--- src/sv/winning_set_fixed_point_core_macros.svh ---
// Assertion macros shared by the solver RTL.
`ifndef WINNING_SET_FIXED_POINT_CORE_MACROS_SVH
`define WINNING_SET_FIXED_POINT_CORE_MACROS_SVH

// same-cycle implication, sampled on i_clk, off during reset
`define WSFP_ASSERT_IMP(lbl, ante, cons, msg) \
    lbl: assert property (@(posedge i_clk) disable iff (!i_rst_n) (ante) |-> (cons)) \
        else $error(msg);

// next-cycle implication
`define WSFP_ASSERT_NXT(lbl, ante, cons, msg) \
    lbl: assert property (@(posedge i_clk) disable iff (!i_rst_n) (ante) |=> (cons)) \
        else $error(msg);

`endif

--- src/sv/wsfp_pkg.sv ---
// Shared constants, codes and control structs of the winning set solver.
`default_nettype none
package wsfp_pkg;

    localparam int WSFP_CELLS    = 4096;
    localparam int WSFP_MAX_SUCC = 8;

    localparam int IN_W  = 40;
    localparam int OUT_W = 96;

    localparam logic [1:0] ACT_LOAD_CELL = 2'd0;
    localparam logic [1:0] ACT_LOAD_SUCC = 2'd1;
    localparam logic [1:0] ACT_SOLVE     = 2'd2;

    typedef struct packed {
        logic load;
        logic solve_start;
        logic init_step;
        logic sweep_clr;
        logic cell_rd;
        logic cell_cap;
        logic edge_rd;
        logic win_rd;
        logic k_inc;
        logic good_set;
        logic good_clr;
        logic upd;
        logic sweep_inc;
        logic emit_start;
        logic emit_rd;
        logic emit_cap;
        logic ea_inc;
        logic emit_out;
    } t_cmd;

    typedef struct packed {
        logic c_last;
        logic cnt_zero;
        logic k_last;
        logic edge_bad;
        logic win_low;
        logic cont;
        logic k63;
        logic last_word;
        logic out_free;
    } t_stat;

endpackage
`default_nettype wire

--- src/sv/wsfp_ctrl.sv ---
// Controller: sequences load, copy, sweep and emit phases of a solve.
`default_nettype none
module wsfp_ctrl
    import wsfp_pkg::*;
(
    input  wire logic  i_clk,
    input  wire logic  i_rst_n,
    input  wire logic  i_s_tvalid,
    input  wire logic  i_is_solve,
    input  wire t_stat i_stat,
    output logic       o_s_tready,
    output t_cmd       o_cmd
);
    typedef enum logic [10:0] {
        S_IDLE  = 11'b000_0000_0001,
        S_INIT  = 11'b000_0000_0010,
        S_CELL  = 11'b000_0000_0100,
        S_CNT   = 11'b000_0000_1000,
        S_EREAD = 11'b000_0001_0000,
        S_EDATA = 11'b000_0010_0000,
        S_WDATA = 11'b000_0100_0000,
        S_UPD   = 11'b000_1000_0000,
        S_ERD   = 11'b001_0000_0000,
        S_ECAP  = 11'b010_0000_0000,
        S_EOUT  = 11'b100_0000_0000
    } t_state;

    t_state r_state;
    t_state n_state;

    assign o_s_tready = r_state == S_IDLE;

    always_ff @(posedge i_clk) begin
        if (!i_rst_n) begin
            r_state <= S_IDLE;
        end else begin
            r_state <= n_state;
        end
    end

    always_comb begin
        n_state = r_state;
        o_cmd   = '0;
        unique case (r_state)
            S_IDLE: begin
                if (i_s_tvalid) begin
                    if (i_is_solve) begin
                        o_cmd.solve_start = 1'b1;
                        n_state = S_INIT;
                    end else begin
                        o_cmd.load = 1'b1;
                    end
                end
            end
            S_INIT: begin
                o_cmd.init_step = 1'b1;
                if (i_stat.c_last) begin
                    o_cmd.sweep_clr = 1'b1;
                    n_state = S_CELL;
                end
            end
            S_CELL: begin
                o_cmd.cell_rd = 1'b1;
                n_state = S_CNT;
            end
            S_CNT: begin
                o_cmd.cell_cap = 1'b1;
                if (i_stat.cnt_zero) begin
                    o_cmd.good_clr = 1'b1;
                    n_state = S_UPD;
                end else begin
                    o_cmd.edge_rd = 1'b1;
                    n_state = S_EDATA;
                end
            end
            S_EREAD: begin
                o_cmd.edge_rd = 1'b1;
                n_state = S_EDATA;
            end
            S_EDATA: begin
                if (i_stat.edge_bad) begin
                    o_cmd.good_clr = 1'b1;
                    n_state = S_UPD;
                end else begin
                    o_cmd.win_rd = 1'b1;
                    n_state = S_WDATA;
                end
            end
            S_WDATA: begin
                if (i_stat.win_low) begin
                    o_cmd.good_clr = 1'b1;
                    n_state = S_UPD;
                end else if (i_stat.k_last) begin
                    o_cmd.good_set = 1'b1;
                    n_state = S_UPD;
                end else begin
                    o_cmd.k_inc = 1'b1;
                    n_state = S_EREAD;
                end
            end
            S_UPD: begin
                o_cmd.upd = 1'b1;
                if (i_stat.c_last) begin
                    o_cmd.sweep_inc = 1'b1;
                    if (i_stat.cont) begin
                        o_cmd.sweep_clr = 1'b1;
                        n_state = S_CELL;
                    end else begin
                        o_cmd.emit_start = 1'b1;
                        n_state = S_ERD;
                    end
                end else begin
                    n_state = S_CELL;
                end
            end
            S_ERD: begin
                o_cmd.emit_rd = 1'b1;
                n_state = S_ECAP;
            end
            S_ECAP: begin
                o_cmd.emit_cap = 1'b1;
                if (i_stat.k63) begin
                    n_state = S_EOUT;
                end else begin
                    o_cmd.ea_inc = 1'b1;
                    n_state = S_ERD;
                end
            end
            S_EOUT: begin
                if (i_stat.out_free) begin
                    o_cmd.emit_out = 1'b1;
                    o_cmd.ea_inc   = 1'b1;
                    n_state = i_stat.last_word ? S_IDLE : S_ERD;
                end
            end
            default: begin
                n_state = S_IDLE;
            end
        endcase
    end

endmodule
`default_nettype wire

--- config.mk ---
export PLATFORM = sky130hd
export DESIGN_NAME = wsfp_ctrl
export DESIGN_NICKNAME = d
export VERILOG_FILES = /design/src/sv/winning_set_fixed_point_core_macros.svh /design/src/sv/wsfp_pkg.sv /design/src/sv/wsfp_ctrl.sv
export SDC_FILE = /design/constraint.sdc
export NUM_CORES = 1
export LEC_CHECK = 0
export BUFFER_PORTS_ARGS = -buffer_cell sky130_fd_sc_hd__buf_2
export CORE_MARGIN = 5
export CORE_UTILIZATION = 25
export CTS_CLUSTER_SIZE = 12
export DETAILED_ROUTE_END_ITERATION = 7
export HOLD_SLACK_MARGIN = 0.05
export PLACE_DENSITY = 0.5
export SYNTH_ARGS = -nofsm -noshare
export SYNTH_HDL_FRONTEND = slang
export SYNTH_SLANG_ARGS = --single-unit
--- constraint.sdc ---
create_clock -name i_clk -period 2 [get_ports i_clk]
set_input_delay 0.4 -clock i_clk [delete_from_list [all_inputs] [get_ports i_clk]]
set_output_delay 0.4 -clock i_clk [all_outputs]
set_load 0.02 [all_outputs]
==> results of run 1 <==
==> power breakdown <==
part           internal [uW]  switching [uW]  total, uW
logic                    171             192        364
registers                230            11.8        242
clock network           77.1            79.1        156
==> synth_stat cells (all sizes together) <==
master	number	area (sq um)
dfxtp	11	220.2
nor2b	3	18.77
nand2b	9	56.30
a211oi	1	7.510
a21oi	3	15.01
nor4	7	80.07
nand2	9	36.29
and3	1	6.260
o21ba	1	10.01
o211a	1	10.01
inv	3	11.26
nor3b	2	20.02
nand3	3	15.01
a32oi	1	8.760
and2	2	12.51
or3	1	11.26
a22oi	1	7.510
o211ai	2	28.78
a21o	1	7.510
nor2	12	45.04
o2111a	1	11.26
o21ai	7	35.03
buf	2	22.52
nand4	1	6.260
a211o	1	8.760
nand3b	1	11.26
and4	1	8.760
a21boi	2	15.02
nor3	7	51.30
o31ai	2	15.01
==> critical path, cell delays in order (launching register included) <==
cell and delay [ns]:
dfxtp_1 0.35, nor3_2 0.25, buf_4 0.17, nand2_2 0.10, nor4_4 0.21, a22oi_1 0.17, nand2_1 0.08, buf_2 0.16
==> through the flow <==
stage / cells / cell area (sq um)
floorplan: 99 / 864.6
global placement: 182 / 1127
detailed placement: 182 / 1127
CTS: 191 / 1271
global route: 197 / 1406
finish: 197 / 1406
==> cell families (layout without fill, tap and decap cells) <==
family	Yosys count	after routing	synth area share, %
AOI/OAI and AO/OA	24	24	22.15
and+or+nand+nor	59	59	46.61
buffers and inverters	5	59	4.154
DFF	11	11	27.08
==> worst max path at each step <==
| stage | from | endpoint | slack, ns | cells past startpoint |
|---|---|---|---|---|
| after floorplan | r_state[6] | o_cmd[17] | 0.008 | 6 |
| after global placement | r_state[4] | o_cmd[7] | 0.03 | 6 |
| after detailed placement | r_state[4] | o_cmd[7] | 0.02 | 6 |
| after CTS | r_state[10] | o_cmd[7] | -0.18 | 7 |
| after global routing | r_state[1] | o_cmd[4] | -0.29 | 5 |
| final | r_state[10] | o_cmd[7] | -0.16 | 7 |
==> timing repair <==
item,4_1_cts,5_1_grt
setup buffers,5,6
setup endpoints to repair,16,20
resized for setup,27,23
pin swaps,10,1
==> cell type report <==
cell class	instances	area share, %
tap	44	3.915
clock buffer	4	1.868
inverter	3	0.8007
sequential	11	16.19
timing repair buffer	52	28.20
multi-input combinational	83	49.02
==> per-layer routing <==
metal  global-route usage [%]  up-vias  wire, microns
met2                    19.88       28           1333
li1                         -      471              -
met3                    1.349        2             69
met4                    4.557        0             29
met1                    15.19      450           1136
met5                        0        -              0
==> key figures, run 1 <==
GRT
  • First-pass GRT wire length: 4071 microns
  • Initial antenna violation count: 0
  • Largest net degree at the start of global routing: 9
  • GR Overflow Total: 0
  • Vias in the first global route: 899
  • Overall Global Routing Usage: 11.82%

Synthesis
  • Seq/Total Area, Yosys: 27.08%
  • Syn_area_per_cell: 8.215 sq um
  • Post-Syn Area: 813.3 sq um
  • Synth Net Count: 112
  • Yosys cell types: 39
  • Syn. warnings: 0
  • Synth Register Bits: 11
  • Cell count after synthesis: 99

STA
  • Final Hold Viols: 0
  • Setup TNS: -1.127 ns
  • Fmax: 463.6 MHz
  • Setup violators final: 12
  • RSZ-0062 raised after global routing: true
  • Clk_skew: 0.004930 ns
  • WHS: 0.3314 ns
  • Worst rel slew slack: 78.16%
  • Setup slack after layout: -0.1569 ns
  • Fin crit period: 2.157 ns
  • Final max-slew violation count: 0
  • Final worst path period share: 107.8%
  • Worst slew pin tran: 0.3272 ns

Clock network
  • CTS hold repair buffers: 0
  • Clock sink count: 11
  • CTS tree: built
  • Skew-Pair Late Insertion Delay: 0.27 ns
  • Clock root buffer: clkbuf_4
  • Clock buffer depth: 2
  • H-Tree Depth: 1
  • TritonCTS buffer count: 3
  • Worst-path clk slew: 0.08 ns

Die
  • Starting Density: 26.42%
  • Die Area: 0.004494 sq mm
  • IO Count: 32
  • Core area: 0.003078 sq mm
  • Die Wd: 67.04 microns
  • Die H: 67.04 microns
  • Num rows: 20

Route
  • Post-Route WL: 2570 microns
  • Post-DRT Antenna Nets: 0
  • DR vias: 951
  • WL per Instance: 13.05 microns
  • Vias per inst: 4.827
  • Iteration-0 DRC count of the detailed router: 32
  • Drt pass-1 iters: 4
  • DRC: 0

Critical path
  • CP Max Fanout: 4
  • Worst R2R Start: r_state[5]
  • CP Launch Type: flop
  • Worst setup EP type: output pin
  • CP arrival: 1.76 ns
  • Internal reg-to-reg setup slack: 0.04 ns
  • FF-to-FF path depth: 7
  • WS Path Type: flop to output pin
  • RR Endpoint: r_state[8]
  • Required time of the critical path: 1.60 ns

Power and ir drop
  • Peak VDD IR: 0.0001939 V
  • Static leakage: 0.0005802 uW
  • PwrDens: 541.7 mW/mm^2
  • Total Power: 761.9 uW

Cells and area
  • Inserted Diodes: 0
  • Max reg flops: 11
  • Layout Utilization: 45.69%
  • Area Growth Syn to Fin: 72.92%
  • Commonest cells after routing, fill and taps aside: buf_4 (27), buf_2 (14), buf_6 (11)
  • Top reg by flops: r_state
  • Biggest regs: r_state x11
  • Multi-input gate area: 689.4 sq um
  • Share of cells above drive strength 1: 56.86%
  • Storage cell area: 227.7 sq um
  • # fillers: 317
  • Nets: 167
  • Commonest non-fill, non-tap cell in the layout: buf_4

Min path
  • Worst Hold End: r_state[6]
  • Worst Hold Depth: 2
  • Hold_sp: i_stat[5]
  • Worst min-delay path category: input pin to flop

Status
  • Failing checks: setup timing
  • Status: finished with violations

Placed design
  • Pre-CTS setup slack: 0.01975 ns
  • Final GP Congestion: 0.8223
  • DP Wirelength: 1883 microns
  • I/O Buffers: 31

Run
  • Max Cap Violations: 0
Power figures use the tool's default switching activity.
==> inputs of run 2 (changes only) <==
--- a/config.mk
+++ b/config.mk
@@ -10,8 +10,10 @@
 export CORE_UTILIZATION = 25
 export CTS_CLUSTER_SIZE = 12
 export DETAILED_ROUTE_END_ITERATION = 7
+export GPL_ROUTABILITY_DRIVEN = 1
 export HOLD_SLACK_MARGIN = 0.05
 export PLACE_DENSITY = 0.5
+export SETUP_SLACK_MARGIN = 0.1
 export SYNTH_ARGS = -nofsm -noshare
 export SYNTH_HDL_FRONTEND = slang
 export SYNTH_SLANG_ARGS = --single-unit
==> constraint.sdc (replaced) <==
create_clock -name i_clk -period 2 [get_ports i_clk]
set_input_delay 0.4 -clock i_clk [delete_from_list [all_inputs] [get_ports i_clk]]
set_output_delay 0.4 -clock i_clk [all_outputs]
set_load 0.005 [all_outputs]
==> key figures, run 2 (synthesized netlist as in run 1, its figures left out) <==
Die
  • Num rows: 20
  • Die Area: 0.004494 sq mm
  • Die H: 67.04 microns
  • Die Wd: 67.04 microns
  • Core area: 0.003078 sq mm
  • Starting Density: 26.42%
  • IO Count: 32

Cells and area
  • Commonest cells after routing, fill and taps aside: buf_2 (25), buf_4 (18), buf_6 (12)
  • Inserted Diodes: 0
  • Fin area: 0.001443 sq mm
  • Nets: 170
  • Share of cells above drive strength 1: 61.54%
  • Biggest regs: r_state x11
  • Top reg by flops: r_state
  • Max reg flops: 11
  • Commonest non-fill, non-tap cell in the layout: buf_2
  • Area Growth Syn to Fin: 77.38%
  • Layout Utilization: 46.87%

Placed design
  • DP Wirelength: 1858 microns
  • Area of placed instances: 0.001091 sq mm
  • I/O Buffers: 31
  • Final GP Congestion: 0.8040

Clock network
  • Skew-Pair Late Insertion Delay: 0.27 ns
  • Clock sink count: 11
  • H-Tree Depth: 1
  • CTS tree: built
  • CTS hold repair buffers: 0
  • TritonCTS buffer count: 3
  • Worst-path clk slew: 0.08 ns
  • Clock root buffer: clkbuf_4
  • Clock buffer depth: 2

Route
  • Drt pass-1 iters: 3
  • Post-DRT Antenna Nets: 0
  • Post-Route WL: 2514 microns
  • Iteration-0 DRC count of the detailed router: 22
  • DR vias: 964
  • WL per Instance: 12.57 microns
  • Vias per inst: 4.820
  • DRC: 0

STA
  • Fin crit period: 2.087 ns
  • Setup violators final: 7
  • Final Hold Viols: 0
  • Worst rel slew slack: 79.90%
  • Final worst path period share: 104.4%
  • Setup slack after layout: -0.08702 ns
  • Fmax: 479.2 MHz
  • Final max-slew violation count: 0
  • Worst slew pin tran: 0.3001 ns
  • Clk_skew: 0.001621 ns
  • RSZ-0062 raised after global routing: true

Critical path
  • RR Endpoint: r_state[8]
  • WS Path Type: flop to output pin
  • Worst setup EP type: output pin
  • Required time of the critical path: 1.60 ns
  • FF-to-FF path depth: 7
  • Worst R2R Start: r_state[0]
  • Critical path startpoint: r_state[0]
  • CP Launch Type: flop
  • CP arrival: 1.69 ns
  • Internal reg-to-reg setup slack: 0.05 ns
  • CP Max Fanout: 3
  • Worst setup endpoint: o_cmd[1]

GRT
  • First-pass GRT wire length: 3974 microns
  • Overall Global Routing Usage: 11.35%
  • Initial antenna violation count: 0
  • Largest net degree at the start of global routing: 9
  • GR Overflow Total: 0
  • Vias in the first global route: 919

Run
  • Max Cap Violations: 0

Min path
  • Worst min-delay path category: input pin to flop

Power and ir drop
  • Peak VDD IR: 0.0003084 V
  • Static leakage: 0.0006263 uW
  • PwrDens: 525.6 mW/mm^2

Status
  • Failing checks: setup timing
  • Status: finished with violations
## run 2: changes by cell type in the layout (fill, tap and decap cells not counted), sizes merged
cell  delta
buf      +3
## run 2: how the worst min path moves through the flow
stage          startpoint         end  slack (ns)  cells after the start
6_report        i_stat[5]  r_state[6]        0.33                      2
5_1_grt         i_stat[5]  r_state[6]        0.32                      2
4_1_cts         i_stat[5]  r_state[6]        0.32                      2
3_5_place_dp   r_state[8]  r_state[9]        0.54                      2
3_3_place_gp   r_state[8]  r_state[9]        0.55                      2
2_1_floorplan   i_stat[4]  r_state[4]        0.48                      1
## run 2: timing repair
item,4_1_cts,5_1_grt
gates resized for setup,26,30
setup buffers,9,4
setup endpoints to repair,17,28
hold endpoints to repair,0,0
pin swaps,16,13
gates cloned,0,0
## run 2: per-stage QoR
step / hold slack, ns / setup slack (ns) / instances / total power (uW) / TNS, ns
final: 0.3329 / -0.08702 / 200 / 758.2 / -0.3211
after global routing: 0.3238 / -0.1829 / 200 / 805.0 / -1.594
after CTS: 0.3247 / -0.1061 / 197 / 719.0 / -0.6320
after detailed placement: 0.5371 / 0.1415 / 184 / 486.6 / 0
after global placement: 0.5456 / 0.1330 / 184 / 484.8 / 0
after floorplan: 0.4781 / 0.1642 / 99 / 393.2 / 0
## run 2: power breakdown
group	internal [uW]	switching [uW]	leakage [uW]
logic	179	182	0.000520
registers	226	12.6	0.0000916
clock network	77.2	81.2	0.0000150
total	483	275	0.000626
## run 2: cell type report
type,instances,area (sq um)
inverter,3,11.26
sequential,11,234.0
tap,44,55.05
timing repair buffer,55,395.4
clock buffer,4,26.28
fill,311,1635
multi-input combinational,83,720.7
## run 2: critical path, cell delays in order (launching register included)
cell and delay, ns:
dfxtp_2 0.34, nor4_4 0.33, buf_4 0.20, nand3b_4 0.10
nor2_4 0.10, and2_4 0.15, nand2b_1 0.09, buf_2 0.11
## run 2: per-layer routing
layer | wire length (microns) | share of wire (%) | vias up | track usage [%]
li1 | - | - | 482 | -
met1 | 1065 | 42 | 452 | 12.94
met2 | 1253 | 50 | 28 | 20.61
met4 | 7 | 0.28 | 0 | 0.7595
met3 | 188 | 7.5 | 2 | 4.384
met5 | 0 | 0 | - | 0
==> inputs of run 3 (changes only) <==
--- a/config.mk
+++ b/config.mk
@@ -7,12 +7,11 @@
 export LEC_CHECK = 0
 export BUFFER_PORTS_ARGS = -buffer_cell sky130_fd_sc_hd__buf_2
 export CORE_MARGIN = 5
-export CORE_UTILIZATION = 25
+export CORE_UTILIZATION = 30
 export CTS_CLUSTER_SIZE = 12
 export DETAILED_ROUTE_END_ITERATION = 7
 export GPL_ROUTABILITY_DRIVEN = 1
 export HOLD_SLACK_MARGIN = 0.05
-export PLACE_DENSITY = 0.5
 export SETUP_SLACK_MARGIN = 0.1
 export SYNTH_ARGS = -nofsm -noshare
 export SYNTH_HDL_FRONTEND = slang
==> key figures, run 3 (synthesized netlist as in run 1, its figures left out) <==
Status
  • Status: finished with violations
  • Failing checks: setup timing

Die
  • Starting Density: 31.96%
  • Core area: 0.002545 sq mm
  • Num rows: 18
  • IO Count: 32
  • Die Area: 0.003852 sq mm
  • Die H: 62.07 microns
  • Die Wd: 62.07 microns

Route
  • Vias per inst: 5.356
  • DR vias: 1023
  • DRC: 0
  • Iteration-0 DRC count of the detailed router: 21
  • Drt pass-1 iters: 4
  • Post-DRT Antenna Nets: 0
  • WL per Instance: 14.99 microns
  • Post-Route WL: 2863 microns

Clock network
  • Worst-path clk slew: 0.08 ns
  • CTS tree: built
  • TritonCTS buffer count: 3
  • Clock root buffer: clkbuf_4
  • Clock sink count: 11
  • Clock buffer depth: 2
  • CTS hold repair buffers: 0
  • H-Tree Depth: 1
  • Skew-Pair Late Insertion Delay: 0.28 ns

Placed design
  • Pre-CTS setup slack: 0.1456 ns
  • Area of placed instances: 0.001059 sq mm
  • Final GP Congestion: 0.7599
  • I/O Buffers: 31
  • DP Wirelength: 1821 microns

Power and ir drop
  • Total Power: 785.4 uW
  • PwrDens: 531.1 mW/mm^2
  • Static leakage: 0.0006474 uW
  • Peak VDD IR: 0.0004047 V

Cells and area
  • Biggest regs: r_state x11
  • Top reg by flops: r_state
  • Area Growth Syn to Fin: 81.85%
  • Commonest cells after routing, fill and taps aside: buf_2 (26), buf_4 (23), buf_6 (10)
  • Fin area: 0.001479 sq mm
  • Max reg flops: 11
  • Commonest non-fill, non-tap cell in the layout: buf_2
  • Share of cells above drive strength 1: 65.22%
  • Nets: 175
  • Inserted Diodes: 0

STA
  • RSZ-0062 raised after global routing: true
  • Final max-slew violation count: 0
  • Fmax: 471.6 MHz
  • Worst slew pin tran: 0.3639 ns
  • Setup violators final: 13
  • Fin crit period: 2.121 ns
  • Final Hold Viols: 0
  • Clk_skew: 0.0008955 ns
  • WHS: 0.3330 ns
  • Final worst path period share: 106.0%
  • Worst rel slew slack: 75.55%
  • Setup TNS: -0.8201 ns
  • Setup slack after layout: -0.1206 ns

GRT
  • Overall Global Routing Usage: 14.39%
  • GR Overflow Total: 0
  • Vias in the first global route: 996
  • First-pass GRT wire length: 4077 microns
  • Largest net degree at the start of global routing: 9
  • Initial antenna violation count: 0

Run
  • Max Cap Violations: 0

Critical path
  • CP Max Fanout: 3
  • Required time of the critical path: 1.60 ns
  • CP Launch Type: flop
  • CP arrival: 1.72 ns
  • WS Path Type: flop to output pin
  • Internal reg-to-reg setup slack: 0.03 ns
  • Worst setup EP type: output pin

Min path
  • Worst min-delay path category: input pin to flop
## run 3: changes by cell type in the layout (fill, tap and decap cells not counted), sizes merged
| cell | delta |
|---|---|
| buf | +5 |
## run 3: path summary, 6_finish.rpt
kind	from	cells past startpoint	to
setup / recovery	r_state[0]	7	o_cmd[1]
setup reg to reg	r_state[0]	8	r_state[7]
hold reg to reg	r_state[8]	2	r_state[9]
hold / removal	i_stat[6]	2	r_state[4]
## run 3: repair_timing
item | CTS | global route
endpoints found under the setup margin | 15 | 28
resized for setup | 23 | 30
pin swaps | 10 | 11
gates cloned | 0 | 0
buffers inserted | 13 | 7
## run 3: worst max-delay path: stages (launching register included)
cell	delay (ns)
dfxtp_2	0.34
nor4_4	0.33
buf_4	0.21
nand3b_4	0.10
nor2_4	0.11
and2_4	0.16
nand2b_4	0.11
buf_6	0.08
## run 3: where the power goes
part	internal (uW)	switching, uW
Clock	77.4	84.2
Combinational	189	194
Sequential	229	11.2
Total	496	290
## run 3: area by class of cell
type / instances / area, sq um
Fill cell: 216 / 1066
Multi-Input combinational cell: 83 / 739.5
Timing Repair Buffer: 60 / 435.4
Sequential cell: 11 / 229.0
Tap cell: 30 / 37.54
Clock buffer: 4 / 26.28
Inverter: 3 / 11.26
## run 3: routing by layer
metal  routed length, microns  vias to the layer above  GRT usage (%)
met1                     1157                      492          15.82
met3                      111                        7          3.512
met5                        0                        -              0
met2                     1536                       29          25.15
li1                         -                      495              -
met4                       58                        0          7.879
## run 3: stage by stage
step           instances  util, %
2_1_floorplan         99        -
3_3_place_gp         168    41.59
3_5_place_dp         168    41.59
4_1_cts              185    50.74
5_1_grt              191    58.11
6_report             191    58.11
